`src/ece_pkg.sv`:
```
`default_nettype none
// ----------------------------------------------------------------------------
// Easing curve evaluator package
// Shared types, register codes, state encoding and arithmetic helpers.
// ----------------------------------------------------------------------------
package ece_pkg;

    localparam int DATA_W    = 16;
    localparam int Q_W       = 17;
    localparam int QUEUE_DEP = 4;
    localparam int QPTR_W    = $clog2(QUEUE_DEP);
    localparam int MUL_A_W   = 35;
    localparam int MUL_B_W   = 18;
    localparam int MUL_W     = MUL_A_W + MUL_B_W;

    localparam logic [Q_W-1:0] Q_ONE  = 17'd65536;
    localparam logic [Q_W-1:0] Q_HALF = 17'd32768;

    // Configuration register indexes
    localparam logic [1:0] REG_CURVE_KIND = 2'd0;
    localparam logic [1:0] REG_EASE_MODE  = 2'd1;
    localparam logic [1:0] REG_POLY_POWER = 2'd2;

    // Curve kinds
    localparam logic [2:0] CK_LINEAR   = 3'd0;
    localparam logic [2:0] CK_QUAD     = 3'd1;
    localparam logic [2:0] CK_CUBIC    = 3'd2;
    localparam logic [2:0] CK_SINE     = 3'd3;
    localparam logic [2:0] CK_CIRCULAR = 3'd4;
    localparam logic [2:0] CK_POWER    = 3'd5;

    // Ease modes
    localparam logic [1:0] EM_IN     = 2'd0;
    localparam logic [1:0] EM_OUT    = 2'd1;
    localparam logic [1:0] EM_IN_OUT = 2'd2;
    localparam logic [1:0] EM_OUT_IN = 2'd3;

    // Status codes
    localparam logic [1:0] ST_OK        = 2'd0;
    localparam logic [1:0] ST_BAD_RANGE = 2'd1;
    localparam logic [1:0] ST_OUTSIDE   = 2'd2;

    // Sine polynomial coefficients, Q30, highest order last
    localparam logic signed [MUL_A_W-1:0] SINE_COEF [5] = '{
        35'sd1686629713, -35'sd693598669, 35'sd85569306, -35'sd5026995, 35'sd172273
    };

    typedef struct packed {
        logic [DATA_W-1:0] position;
        logic [DATA_W-1:0] range_start;
        logic [DATA_W-1:0] range_end;
    } in_item_t;

    typedef struct packed {
        logic [DATA_W-1:0] eased_value;
        logic [1:0]        status;
    } out_item_t;

    typedef struct packed {
        logic [2:0] curve_kind;
        logic [1:0] ease_mode;
        logic [7:0] poly_power;
    } cfg_t;

    // One classified item waiting for the back end
    typedef struct packed {
        logic              direct;
        logic [DATA_W-1:0] value;
        logic [1:0]        status;
        logic [DATA_W-1:0] lo;
        logic [DATA_W-1:0] span;
        logic [DATA_W-1:0] offset;
    } job_t;

    typedef enum logic [3:0] {
        S_IDLE,
        S_DIV,
        S_MODE,
        S_QUAD,
        S_CUB1,
        S_CUB2,
        S_SIN_X2,
        S_SIN_H,
        S_SIN_F,
        S_CIRC_SQ,
        S_SQRT,
        S_POW,
        S_POST,
        S_SCALE
    } back_state_t;

    // Arithmetic shift right with rounding to nearest, halves away from zero.
    function automatic logic signed [MUL_W-1:0] rshift_rnd(
        input logic signed [MUL_W-1:0] v,
        input int unsigned             n
    );
        logic [MUL_W-1:0] mag;
        logic [MUL_W-1:0] half;
        logic [MUL_W-1:0] r;
        half = {{(MUL_W-1){1'b0}}, 1'b1} << (n - 1);
        mag  = v[MUL_W-1] ? MUL_W'(-v) : MUL_W'(v);
        r    = (mag + half) >> n;
        return v[MUL_W-1] ? $signed(-r) : $signed(r);
    endfunction

endpackage
`default_nettype wire

```
`src/easing_curve_evaluator.sv`:
```
`default_nettype none
// ----------------------------------------------------------------------------
// Easing curve evaluator
// Eases a position within a range through a configurable curve and mode.
// ----------------------------------------------------------------------------
// Edge and error items go from the queue head straight to the result register;
// curve items pass through the 32-step normalizing divider, the curve steps
// and the scaling steps. The back end takes one edge or error item per cycle
// while idle and holds the queue while it works on a curve item; a 4-entry
// queue takes beats meanwhile and busy rises only when it is full. Results
// cannot be stalled. Reset clears queue, sequencer and configuration registers.
module easing_curve_evaluator (
    input  wire logic               clk,
    input  wire logic               rst_n,
    input  wire logic               start,
    input  wire ece_pkg::in_item_t  item,
    output logic                    busy,
    output logic                    result_valid,
    output ece_pkg::out_item_t      result,
    input  wire logic               cfg_valid,
    output logic                    cfg_ready,
    input  wire logic [1:0]         cfg_index,
    input  wire logic [7:0]         cfg_data
);
    import ece_pkg::*;

    cfg_t            cfg_reg;
    logic            push;
    logic            pop;
    job_t            push_job;
    job_t            head_job;
    logic            q_empty;
    logic            q_full;
    logic [QPTR_W:0] q_count;

    // Configuration registers, written in any cycle.
    assign cfg_ready = 1'b1;
    always_ff @(posedge clk or negedge rst_n)
    begin
        if (!rst_n)
        begin
            cfg_reg.curve_kind <= CK_LINEAR;
            cfg_reg.ease_mode  <= EM_IN;
            cfg_reg.poly_power <= 8'd2;
        end
        else if (cfg_valid)
        begin
            unique case (cfg_index)
                REG_CURVE_KIND: cfg_reg.curve_kind <= cfg_data[2:0];
                REG_EASE_MODE:  cfg_reg.ease_mode  <= cfg_data[1:0];
                REG_POLY_POWER: cfg_reg.poly_power <= cfg_data;
                default:        cfg_reg            <= cfg_reg;
            endcase
        end
    end

    // Front end classifies beats into jobs.
    ece_front u_front (
        .start      (start),
        .item       (item),
        .queue_full (q_full),
        .busy       (busy),
        .push       (push),
        .job        (push_job)
    );

    // Job queue between front and back.
    ece_queue u_queue (
        .clk      (clk),
        .rst_n    (rst_n),
        .push     (push),
        .push_job (push_job),
        .pop      (pop),
        .head_job (head_job),
        .empty    (q_empty),
        .full     (q_full),
        .count    (q_count)
    );

    // Back end evaluates jobs in order.
    ece_back u_back (
        .clk          (clk),
        .rst_n        (rst_n),
        .cfg          (cfg_reg),
        .head_job     (head_job),
        .empty        (q_empty),
        .pop          (pop),
        .result_valid (result_valid),
        .result       (result)
    );

`ifndef ASSERT_OFF
    // An error result always carries a zero value.
    assert property (@(posedge clk) disable iff (!rst_n)
        (result_valid && result.status != ST_OK) |-> (result.eased_value == '0))
        else $error("error result with nonzero value");

    // The queue fill follows pushes and pops exactly.
    assert property (@(posedge clk) disable iff (!rst_n)
        ##1 (q_count == $past(q_count) + (QPTR_W+1)'($past(push))
                                       - (QPTR_W+1)'($past(pop))))
        else $error("queue count mismatch");

    // No pop from an empty queue and no push into a full one.
    assert property (@(posedge clk) disable iff (!rst_n)
        !(pop && q_empty) && !(push && q_full))
        else $error("queue overrun or underrun");
`endif

endmodule
`default_nettype wire

```
`src/ece_front.sv`:
```
`default_nettype none
// ----------------------------------------------------------------------------
// Easing curve evaluator front end
// Accepts input beats, settles edge and error cases, and forms queue jobs.
// ----------------------------------------------------------------------------
module ece_front (
    input  wire logic            start,
    input  wire ece_pkg::in_item_t item,
    input  wire logic            queue_full,
    output logic                 busy,
    output logic                 push,
    output ece_pkg::job_t        job
);
    import ece_pkg::*;

    // Accept a beat whenever the queue has room.
    assign busy = queue_full;
    assign push = start && !queue_full;

    // Classify the item in the order edge start, edge end, range, position.
    always_comb
    begin
        job.direct = 1'b1;
        job.value  = '0;
        job.status = ST_OK;
        job.lo     = item.range_start;
        job.span   = item.range_end - item.range_start;
        job.offset = item.position - item.range_start;
        if (item.position == item.range_start)
        begin
            job.value = item.range_start;
        end
        else if (item.position == item.range_end)
        begin
            job.value = item.range_end;
        end
        else if (item.range_end < item.range_start)
        begin
            job.status = ST_BAD_RANGE;
        end
        else if (item.position < item.range_start || item.position > item.range_end)
        begin
            job.status = ST_OUTSIDE;
        end
        else
        begin
            job.direct = 1'b0;
        end
    end

endmodule
`default_nettype wire

```
`src/ece_queue.sv`:
```
`default_nettype none
// ----------------------------------------------------------------------------
// Easing curve evaluator job queue
// Short first-in first-out buffer between the front and back ends.
// ----------------------------------------------------------------------------
module ece_queue (
    input  wire logic          clk,
    input  wire logic          rst_n,
    input  wire logic          push,
    input  wire ece_pkg::job_t push_job,
    input  wire logic          pop,
    output ece_pkg::job_t      head_job,
    output logic               empty,
    output logic               full,
    output logic [ece_pkg::QPTR_W:0] count
);
    import ece_pkg::*;

    job_t              slot_reg [QUEUE_DEP];
    logic [QPTR_W-1:0] wr_ptr_reg;
    logic [QPTR_W-1:0] rd_ptr_reg;
    logic [QPTR_W:0]   count_reg;

    assign empty    = (count_reg == '0);
    assign full     = (count_reg == (QPTR_W+1)'(QUEUE_DEP));
    assign count    = count_reg;
    assign head_job = slot_reg[rd_ptr_reg];

    // Pointer and fill count bookkeeping.
    always_ff @(posedge clk or negedge rst_n)
    begin
        if (!rst_n)
        begin
            wr_ptr_reg <= '0;
            rd_ptr_reg <= '0;
            count_reg  <= '0;
        end
        else
        begin
            if (push)
            begin
                wr_ptr_reg <= wr_ptr_reg + 1'b1;
            end
            if (pop)
            begin
                rd_ptr_reg <= rd_ptr_reg + 1'b1;
            end
            count_reg <= count_reg + (QPTR_W+1)'(push) - (QPTR_W+1)'(pop);
        end
    end

    // Job storage.
    always_ff @(posedge clk)
    begin
        if (push)
        begin
            slot_reg[wr_ptr_reg] <= push_job;
        end
    end

endmodule
`default_nettype wire

```
`src/ece_back.sv`:
```
`default_nettype none
// ----------------------------------------------------------------------------
// Easing curve evaluator back end
// Sequencer that normalizes, evaluates the curve and scales each curve job;
// edge and error jobs pass straight to the result.
module ece_back (
    input  wire logic          clk,
    input  wire logic          rst_n,
    input  wire ece_pkg::cfg_t cfg,
    input  wire ece_pkg::job_t head_job,
    input  wire logic          empty,
    output logic               pop,
    output logic               result_valid,
    output ece_pkg::out_item_t result
);
    import ece_pkg::*;

    back_state_t                 state_reg, state_next;
    job_t                        job_reg, job_next;
    logic [7:0]                  cnt_reg, cnt_next;
    logic [31:0]                 num_reg, num_next;
    logic [DATA_W-1:0]           rem_reg, rem_next;
    logic                        flip_reg, flip_next;
    logic                        split_reg, split_next;
    logic                        upper_reg, upper_next;
    logic [Q_W-1:0]              x_reg, x_next;
    logic [Q_W-1:0]              cin_reg, cin_next;
    logic signed [MUL_A_W-1:0]   a_reg, a_next;
    logic signed [MUL_B_W-1:0]   b_reg, b_next;
    logic [33:0]                 sq_v_reg, sq_v_next;
    logic [33:0]                 sq_res_reg, sq_res_next;
    logic [33:0]                 sq_bit_reg, sq_bit_next;
    logic                        rv_reg, rv_next;
    out_item_t                   res_reg, res_next;

    logic signed [MUL_W-1:0]     mul;
    logic [DATA_W:0]             rem_shift;
    logic                        div_fits;
    logic [Q_W-1:0]              u_val;
    logic [Q_W:0]                v_wide;
    logic [Q_W-1:0]              v_val;
    logic                        use_in;
    logic                        split_val;
    logic                        upper_val;
    logic [Q_W-1:0]              xi;
    logic [Q_W-1:0]              xs;
    logic signed [MUL_W-1:0]     rs_val;
    logic signed [MUL_A_W-1:0]   horner;
    logic [MUL_W-1:0]            mul_rnd16;
    logic [MUL_W-1:0]            mul_rnd32;
    logic [Q_W-1:0]              sine_p;
    logic [33:0]                 sq_try;
    logic                        sq_take;
    logic [33:0]                 sq_res_step;
    logic [Q_W-1:0]              c_val;
    logic [Q_W:0]                g_half;
    logic [Q_W-1:0]              g_val;

    // Shared multiplier; every consumer registers its result.
    assign mul       = a_reg * b_reg;
    assign mul_rnd16 = MUL_W'(mul + MUL_W'(32768)) >> 16;
    assign mul_rnd32 = MUL_W'(mul + (MUL_W'(1) << 31)) >> 32;

    // Restoring division step.
    assign rem_shift = {rem_reg, num_reg[31]};
    assign div_fits  = (rem_shift >= {1'b0, job_reg.span});

    // Mode selection of the half-curve argument.
    assign u_val  = num_reg[Q_W-1:0];
    assign v_wide = {u_val, 1'b0} - {1'b0, Q_ONE};
    always_comb
    begin
        split_val = 1'b0;
        upper_val = 1'b0;
        use_in    = 1'b1;
        v_val     = u_val;
        case (cfg.ease_mode)
            EM_IN:
            begin
                use_in = 1'b1;
            end
            EM_OUT:
            begin
                use_in = 1'b0;
            end
            default:
            begin
                split_val = 1'b1;
                if (u_val < Q_HALF)
                begin
                    v_val  = {u_val[Q_W-2:0], 1'b0};
                    use_in = (cfg.ease_mode == EM_IN_OUT);
                end
                else
                begin
                    v_val     = v_wide[Q_W-1:0];
                    upper_val = 1'b1;
                    use_in    = (cfg.ease_mode != EM_IN_OUT);
                end
            end
        endcase
    end
    assign xi = use_in ? v_val : Q_ONE - v_val;
    assign xs = Q_ONE - xi;

    // Sine polynomial step and final clamp.
    assign rs_val = rshift_rnd(mul, (state_reg == S_SIN_F) ? 30 : 16);
    assign horner = SINE_COEF[cnt_reg[2:0]] + rs_val[MUL_A_W-1:0];
    always_comb
    begin
        if (rs_val < 0)
        begin
            sine_p = '0;
        end
        else if (rs_val > $signed(MUL_W'(Q_ONE)))
        begin
            sine_p = Q_ONE;
        end
        else
        begin
            sine_p = rs_val[Q_W-1:0];
        end
    end

    // Square root digit step.
    assign sq_try      = sq_res_reg + sq_bit_reg;
    assign sq_take     = (sq_v_reg >= sq_try);
    assign sq_res_step = sq_take ? (sq_res_reg >> 1) + sq_bit_reg : sq_res_reg >> 1;

    // Mode joining of the half curve.
    assign c_val  = flip_reg ? Q_ONE - cin_reg : cin_reg;
    assign g_half = ({1'b0, c_val} + 18'd1) >> 1;
    assign g_val  = split_reg ? g_half[Q_W-1:0] + (upper_reg ? Q_HALF : '0) : c_val;

    // Next state.
    always_comb
    begin
        state_next = state_reg;
        unique case (state_reg)
            S_IDLE:
            begin
                if (!empty && !head_job.direct)
                begin
                    state_next = S_DIV;
                end
            end
            S_DIV:
            begin
                if (cnt_reg == 8'd31)
                begin
                    state_next = S_MODE;
                end
            end
            S_MODE:
            begin
                if (v_val == '0 || v_val[Q_W-1])
                begin
                    state_next = S_POST;
                end
                else
                begin
                    case (cfg.curve_kind)
                        CK_QUAD:     state_next = S_QUAD;
                        CK_CUBIC:    state_next = S_CUB1;
                        CK_SINE:     state_next = S_SIN_X2;
                        CK_CIRCULAR: state_next = S_CIRC_SQ;
                        CK_POWER:    state_next = S_POW;
                        default:     state_next = S_POST;
                    endcase
                end
            end
            S_QUAD:    state_next = S_POST;
            S_CUB1:    state_next = S_CUB2;
            S_CUB2:    state_next = S_POST;
            S_SIN_X2:  state_next = S_SIN_H;
            S_SIN_H:
            begin
                if (cnt_reg == '0)
                begin
                    state_next = S_SIN_F;
                end
            end
            S_SIN_F:   state_next = S_POST;
            S_CIRC_SQ: state_next = S_SQRT;
            S_SQRT:
            begin
                if (sq_bit_reg == 34'd1)
                begin
                    state_next = S_POST;
                end
            end
            S_POW:
            begin
                if (cnt_reg == cfg.poly_power)
                begin
                    state_next = S_POST;
                end
            end
            S_POST:    state_next = S_SCALE;
            S_SCALE:   state_next = S_IDLE;
            default:   state_next = S_IDLE;
        endcase
    end

    // Datapath and outputs.
    always_comb
    begin
        job_next    = job_reg;
        cnt_next    = cnt_reg;
        num_next    = num_reg;
        rem_next    = rem_reg;
        flip_next   = flip_reg;
        split_next  = split_reg;
        upper_next  = upper_reg;
        x_next      = x_reg;
        cin_next    = cin_reg;
        a_next      = a_reg;
        b_next      = b_reg;
        sq_v_next   = sq_v_reg;
        sq_res_next = sq_res_reg;
        sq_bit_next = sq_bit_reg;
        rv_next     = 1'b0;
        res_next    = res_reg;
        pop         = 1'b0;
        unique case (state_reg)
            S_IDLE:
            begin
                if (!empty)
                begin
                    pop      = 1'b1;
                    job_next = head_job;
                    if (head_job.direct)
                    begin
                        rv_next              = 1'b1;
                        res_next.eased_value = head_job.value;
                        res_next.status      = head_job.status;
                    end
                    else
                    begin
                        num_next = {head_job.offset, 16'd0} + 32'(head_job.span >> 1);
                        rem_next = '0;
                        cnt_next = '0;
                    end
                end
            end
            S_DIV:
            begin
                rem_next = div_fits ? DATA_W'(rem_shift - {1'b0, job_reg.span})
                                    : rem_shift[DATA_W-1:0];
                num_next = {num_reg[30:0], div_fits};
                cnt_next = cnt_reg + 8'd1;
            end
            S_MODE:
            begin
                split_next = split_val;
                upper_next = upper_val;
                flip_next  = 1'b0;
                x_next     = xi;
                a_next     = MUL_A_W'($signed({1'b0, xi}));
                b_next     = MUL_B_W'($signed({1'b0, xi}));
                if (v_val == '0)
                begin
                    cin_next = '0;
                end
                else if (v_val[Q_W-1])
                begin
                    cin_next = Q_ONE;
                end
                else
                begin
                    flip_next = !use_in;
                    cin_next  = xi;
                    if (cfg.curve_kind == CK_SINE)
                    begin
                        x_next = xs;
                        a_next = MUL_A_W'($signed({1'b0, xs}));
                        b_next = MUL_B_W'($signed({1'b0, xs}));
                    end
                    else if (cfg.curve_kind == CK_POWER)
                    begin
                        a_next   = MUL_A_W'($signed({1'b0, Q_ONE}));
                        cnt_next = '0;
                    end
                end
            end
            S_QUAD:
            begin
                cin_next = mul_rnd16[Q_W-1:0];
            end
            S_CUB1:
            begin
                a_next = mul[MUL_A_W-1:0];
                b_next = MUL_B_W'($signed({1'b0, x_reg}));
            end
            S_CUB2:
            begin
                cin_next = mul_rnd32[Q_W-1:0];
            end
            S_SIN_X2:
            begin
                a_next   = SINE_COEF[4];
                b_next   = MUL_B_W'($signed({1'b0, mul_rnd16[Q_W-1:0]}));
                cnt_next = 8'd3;
            end
            S_SIN_H:
            begin
                a_next = horner;
                if (cnt_reg == '0)
                begin
                    b_next = MUL_B_W'($signed({1'b0, x_reg}));
                end
                else
                begin
                    cnt_next = cnt_reg - 8'd1;
                end
            end
            S_SIN_F:
            begin
                cin_next = Q_ONE - sine_p;
            end
            S_CIRC_SQ:
            begin
                sq_v_next   = (34'd1 << 32) - mul[33:0];
                sq_res_next = '0;
                sq_bit_next = 34'd1 << 32;
            end
            S_SQRT:
            begin
                if (sq_take)
                begin
                    sq_v_next = sq_v_reg - sq_try;
                end
                sq_res_next = sq_res_step;
                sq_bit_next = sq_bit_reg >> 2;
                cin_next    = Q_ONE - sq_res_step[Q_W-1:0];
            end
            S_POW:
            begin
                if (cnt_reg == cfg.poly_power)
                begin
                    cin_next = a_reg[Q_W-1:0];
                end
                else
                begin
                    a_next   = MUL_A_W'($signed({1'b0, mul_rnd16[Q_W-1:0]}));
                    cnt_next = cnt_reg + 8'd1;
                end
            end
            S_POST:
            begin
                a_next = MUL_A_W'($signed({1'b0, g_val}));
                b_next = MUL_B_W'($signed({1'b0, job_reg.span}));
            end
            S_SCALE:
            begin
                rv_next              = 1'b1;
                res_next.eased_value = job_reg.lo + mul_rnd16[DATA_W-1:0];
                res_next.status      = ST_OK;
            end
            default:
            begin
                rv_next = 1'b0;
            end
        endcase
    end

    // Control registers.
    always_ff @(posedge clk or negedge rst_n)
    begin
        if (!rst_n)
        begin
            state_reg <= S_IDLE;
            rv_reg    <= 1'b0;
        end
        else
        begin
            state_reg <= state_next;
            rv_reg    <= rv_next;
        end
    end

    // Payload registers.
    always_ff @(posedge clk)
    begin
        job_reg    <= job_next;
        cnt_reg    <= cnt_next;
        num_reg    <= num_next;
        rem_reg    <= rem_next;
        flip_reg   <= flip_next;
        split_reg  <= split_next;
        upper_reg  <= upper_next;
        x_reg      <= x_next;
        cin_reg    <= cin_next;
        a_reg      <= a_next;
        b_reg      <= b_next;
        sq_v_reg   <= sq_v_next;
        sq_res_reg <= sq_res_next;
        sq_bit_reg <= sq_bit_next;
        res_reg    <= res_next;
    end

    assign result_valid = rv_reg;
    assign result       = res_reg;

endmodule
`default_nettype wire
```
`config.mk`:
```
export PLATFORM = sky130hd
export DESIGN_NAME = easing_curve_evaluator
export DESIGN_NICKNAME = d
export VERILOG_FILES = /design/src/ece_pkg.sv /design/src/easing_curve_evaluator.sv /design/src/ece_front.sv /design/src/ece_queue.sv /design/src/ece_back.sv
export SDC_FILE = /design/constraint.sdc
export NUM_CORES = 2
export LEC_CHECK = 0
export BUFFER_PORTS_ARGS = -buffer_cell sky130_fd_sc_hd__buf_2
export CAP_MARGIN = 30
export CORE_MARGIN = 8
export CORE_UTILIZATION = 50
export CTS_CLUSTER_SIZE = 8
export DETAILED_ROUTE_END_ITERATION = 7
export PLACE_DENSITY = 0.63
export SLEW_MARGIN = 10
export SYNTH_ARGS = -nofsm -noshare
export SYNTH_HDL_FRONTEND = slang
export SYNTH_SLANG_ARGS = --single-unit
```
`constraint.sdc`:
```
create_clock -name clk -period 20.8 [get_ports clk]
set_clock_uncertainty 0.05 [all_clocks]
set_input_delay 5.2 -clock clk [delete_from_list [all_inputs] [get_ports clk]]
set_output_delay 5.2 -clock clk [all_outputs]
set_load 0.05 [all_outputs]
```
==> metrics list <==
- The first global-routing pass estimated approximately 310000 um of wire.
* Routed Antenna Nets: 0
- Syn_nets: 7428
- Number of global-route vias before repair: roughly 51000
- Routability-driven placement finished with a final weighted congestion of 1.06.
- In this run the cell area of the synthesized design comes to just over 0.06 mm^2.
- For this run, the register share of the synthesized area comes to 27.7%.
* Global routing usage on met3: 5.62%
* Busiest layer in global routing: met2
- Critical path class: flop to flop
- Startpoint of the most critical register-to-register path: u_back.a_reg[13]
- By area the synthesized netlist is led by edfxtp_1, fa_1, ha_1.
* Largest register FFs: between 200 and 300
* CTS Buf Count: 83
- Final HPWL DP: 160000 um
- The worst hold path belongs to the class flop to flop.
- A synthesized cell averages 9.56 um^2.
- Top achievable clock speed: 0.0628 GHz
* Met1 Use GR: 39.6%
- After detailed routing, the number of remaining DRC violations is 8.
* Max cap viols: 0
* Net count, final: 7449
- Critical Path Most Common Cell: fa_1
- From synthesis to final layout, the design area changed by 8.11%.
- The first routing iteration left 5208 violations.
- Setup violations remaining at the end of the flow were counted as 0.
* Fraction of layout instances using a drive strength above 1: 8.04%
- For this run, the slowest stage of the critical path takes a little under 0.8 ns.
- Post-CTS timing repair inserted 0 buffers for setup.
* Die span in x: 367 um
- The worst pin sits at a relative slew slack of 23.6%.
* Most frequent cells after synthesis: nand2_1, inv_1, fa_1, edfxtp_1, and2_1
- Via Count: 50250
* Largest net degree at the start of global routing: 66
- Yosys mapped a number of flops with a built-in enable equal to 548.
- The final reports fail on DRC.
* Routed via count divided by cell count: 6.17
- DIE HEIGHT: 367 um
* Cells resized by post-CTS repair: 0
- Synth cell types: 113
- Worst-Skew Late Latency: 0.69 ns
- Startpoint types: flop
- The H-tree was split into 3 levels.
- The slowest stage of the critical path is the edfxtp_1 cell.
* Largest area contributor in the synthesized netlist: edfxtp_1
- For the pin with the worst max-slew slack, the measured transition is roughly 1.1 ns.
* Worst-path fanout max: 28
- Smallest hold slack: 0.454 ns
- Dominant delay contributor by cell family on the critical path: compound AO/OA/AOI/OAI gates
* Number of placement rows: between 100 and 150
- Clock tree from TritonCTS: done
- Required time at the worst-slack endpoint: 21.09 ns
- For flop-to-flop paths, the worst setup slack is 4.88 ns.
- In this run the worst setup path begins at u_back.a_reg[13].
- The core region is 0.123 mm^2.
- Wire per inst: approximately 25 um
- In the synthesized netlist, the number of instances is between 6000 and 7000.
- For this run, global-route usage on met2 was measured as a little under half.
- Once the floorplan was initialized, standard cells occupied 50.1% of the core.
- By instance count, the leading cell after synthesis is nand2_1.
* Die Footprint: 0.135 mm^2
- The synthesized design contains approximately 570 register bits.
- In this run the biggest area consumer among cell types represents about a quarter of the synthesized area.
- The root buffer cell chosen for the clock tree is clkbuf_16.
- Final max-slew violation count: 0
- Prior to clock tree synthesis, the placed netlist has a worst setup slack of 4.97 ns.
- Crit share post-route: between 70% and 80%
- After the flow finishes, the layout carries non-filler instances totaling a little over 8000.
* Overall overflow remaining after global route: 0
- Counting the fill cells in the layout gives 11114.
- Final Hold Viols: 0
- Clock-pin slew was measured on the worst setup and hold paths at around 0.05 ns.
- Arrival time worst endpoint: 16.21 ns
- Setup repair after global routing left no endpoint under its margin.
- Fraction of registers with async set/reset: 4.36%
- For this run, the detailed router's first-pass iteration total came to 8.
* Hold bufs inserted after CTS: 0
- Global routing consumed, over all layers together, 30.1% of the routing resources.
- The number of placed instances, taps included, is 8018.
- The worst setup path is captured at a flop.
- The smallest clock period supported by the final layout is computed as ~16 ns.
- The initial antenna violation count is 12.
- Input and output buffers added on the ports amount to 81.
- Maximum clock insertion buffer count: 3
- Setup TNS: 0 ns
* CTS sink cnt: about 570
- Least setup slack across all paths after layout: 4.88 ns
* Status: finished, violations left
- The Yosys step of the flow raised 0 warnings.
- For this run, the leading register cell type out of synthesis is edfxtp_1.
- Together, buffers and inverters on the worst path number 6.
- In this run the most critical hold path is launched from u_back.num_reg[29].
- Routed wire length: 206000 um
- 83 I/O pins were placed.
[routing by layer]
metal | vias up | share of wire, %
met5 | - | 0.043
met3 | 563 | 8.2
met4 | 14 | 6.1
met2 | 2224 | 45
met1 | 25023 | 41
li1 | 22426 | -
[cell type report]
class | instances | area [um^2] | share of cell area (%)
clock buffer | 104 | 2160 | 3.23
sequential | 573 | 17100 | 25.6
timing repair buffer | 219 | 1500 | 2.25
clock inverter | 11 | 246 | 0.369
antenna | 5 | 12.5 | 0.0188
tap | 1637 | 2050 | 3.07
inverter | 739 | 2770 | 4.16
multi-input combinational | 4857 | 40900 | 61.3
[worst register-to-register path: cells and delay by family, from the launching register on]
family,cells,cell delay [ns]
buffers and inverters,6,0.62
adder cells (fa/ha/maj),9,4.23
flip-flops,1,0.79
AND/OR/NAND/NOR,11,3.83
XOR/XNOR,1,0.17
AO/OA/AOI/OAI,17,5.90
[path summary, 6_finish.rpt]
path / to / depth (start not counted)
min in group asynchronous: cfg_reg[5] / 1
setup reg to reg: u_back.cin_reg[14] / 44
hold reg to reg: u_back.num_reg[30] / 2
setup / recovery: u_back.cin_reg[14] / 44
max in group asynchronous: u_queue.rd_ptr_reg[0] / 1
hold / removal: u_back.num_reg[30] / 2
[placed cells by master, fill, tap and decap left out, types with 22 or more instances in the layout]
cell type,instances
o31ai_1,35
ha_1,340
xnor2_1,278
dfrtp_1,22
o211ai_1,26
o21bai_1,40
nand2_1,737
buf_4,128
mux2i_1,25
nand3_1,105
nand4_1,65
a21o_1,112
or3_1,47
nand2b_1,45
buf_2,82
a211oi_1,53
edfxtp_1,548
a31oi_1,63
a21oi_1,288
o221ai_1,25
a22o_1,22
a221oi_1,36
nor3_1,101
nor4_1,37
and3_1,63
fa_1,574
nor2_1,367
o21ai_0,241
and4_1,25
mux4_2,67
nor2b_1,49
o22ai_1,23
inv_1,735
clkbuf_16,83
a31o_2,29
xor2_1,127
and2_1,397
o21a_1,38
[kinds of logic after synthesis]
logic type	synth area share (%)
simple gates	17.4
compound gates	14.1
buf+inv	6.28
fa+ha+maj	25.5
flops	27.7
xor+xnor	5.82
mux	3.23
other cells	0.00608
[per-stage QoR]
step | instance area (um^2) | util [%]
after floorplan | 61700 | -
after global placement | 64100 | 52.1
after detailed placement | 64200 | 52.2
after CTS | 66600 | 54.1
after global routing | 66700 | 54.2
final | 66700 | 54.2
Power is not shown: default switching activity piles up to over one toggle a cycle in this logic, so the estimate is an artifact.
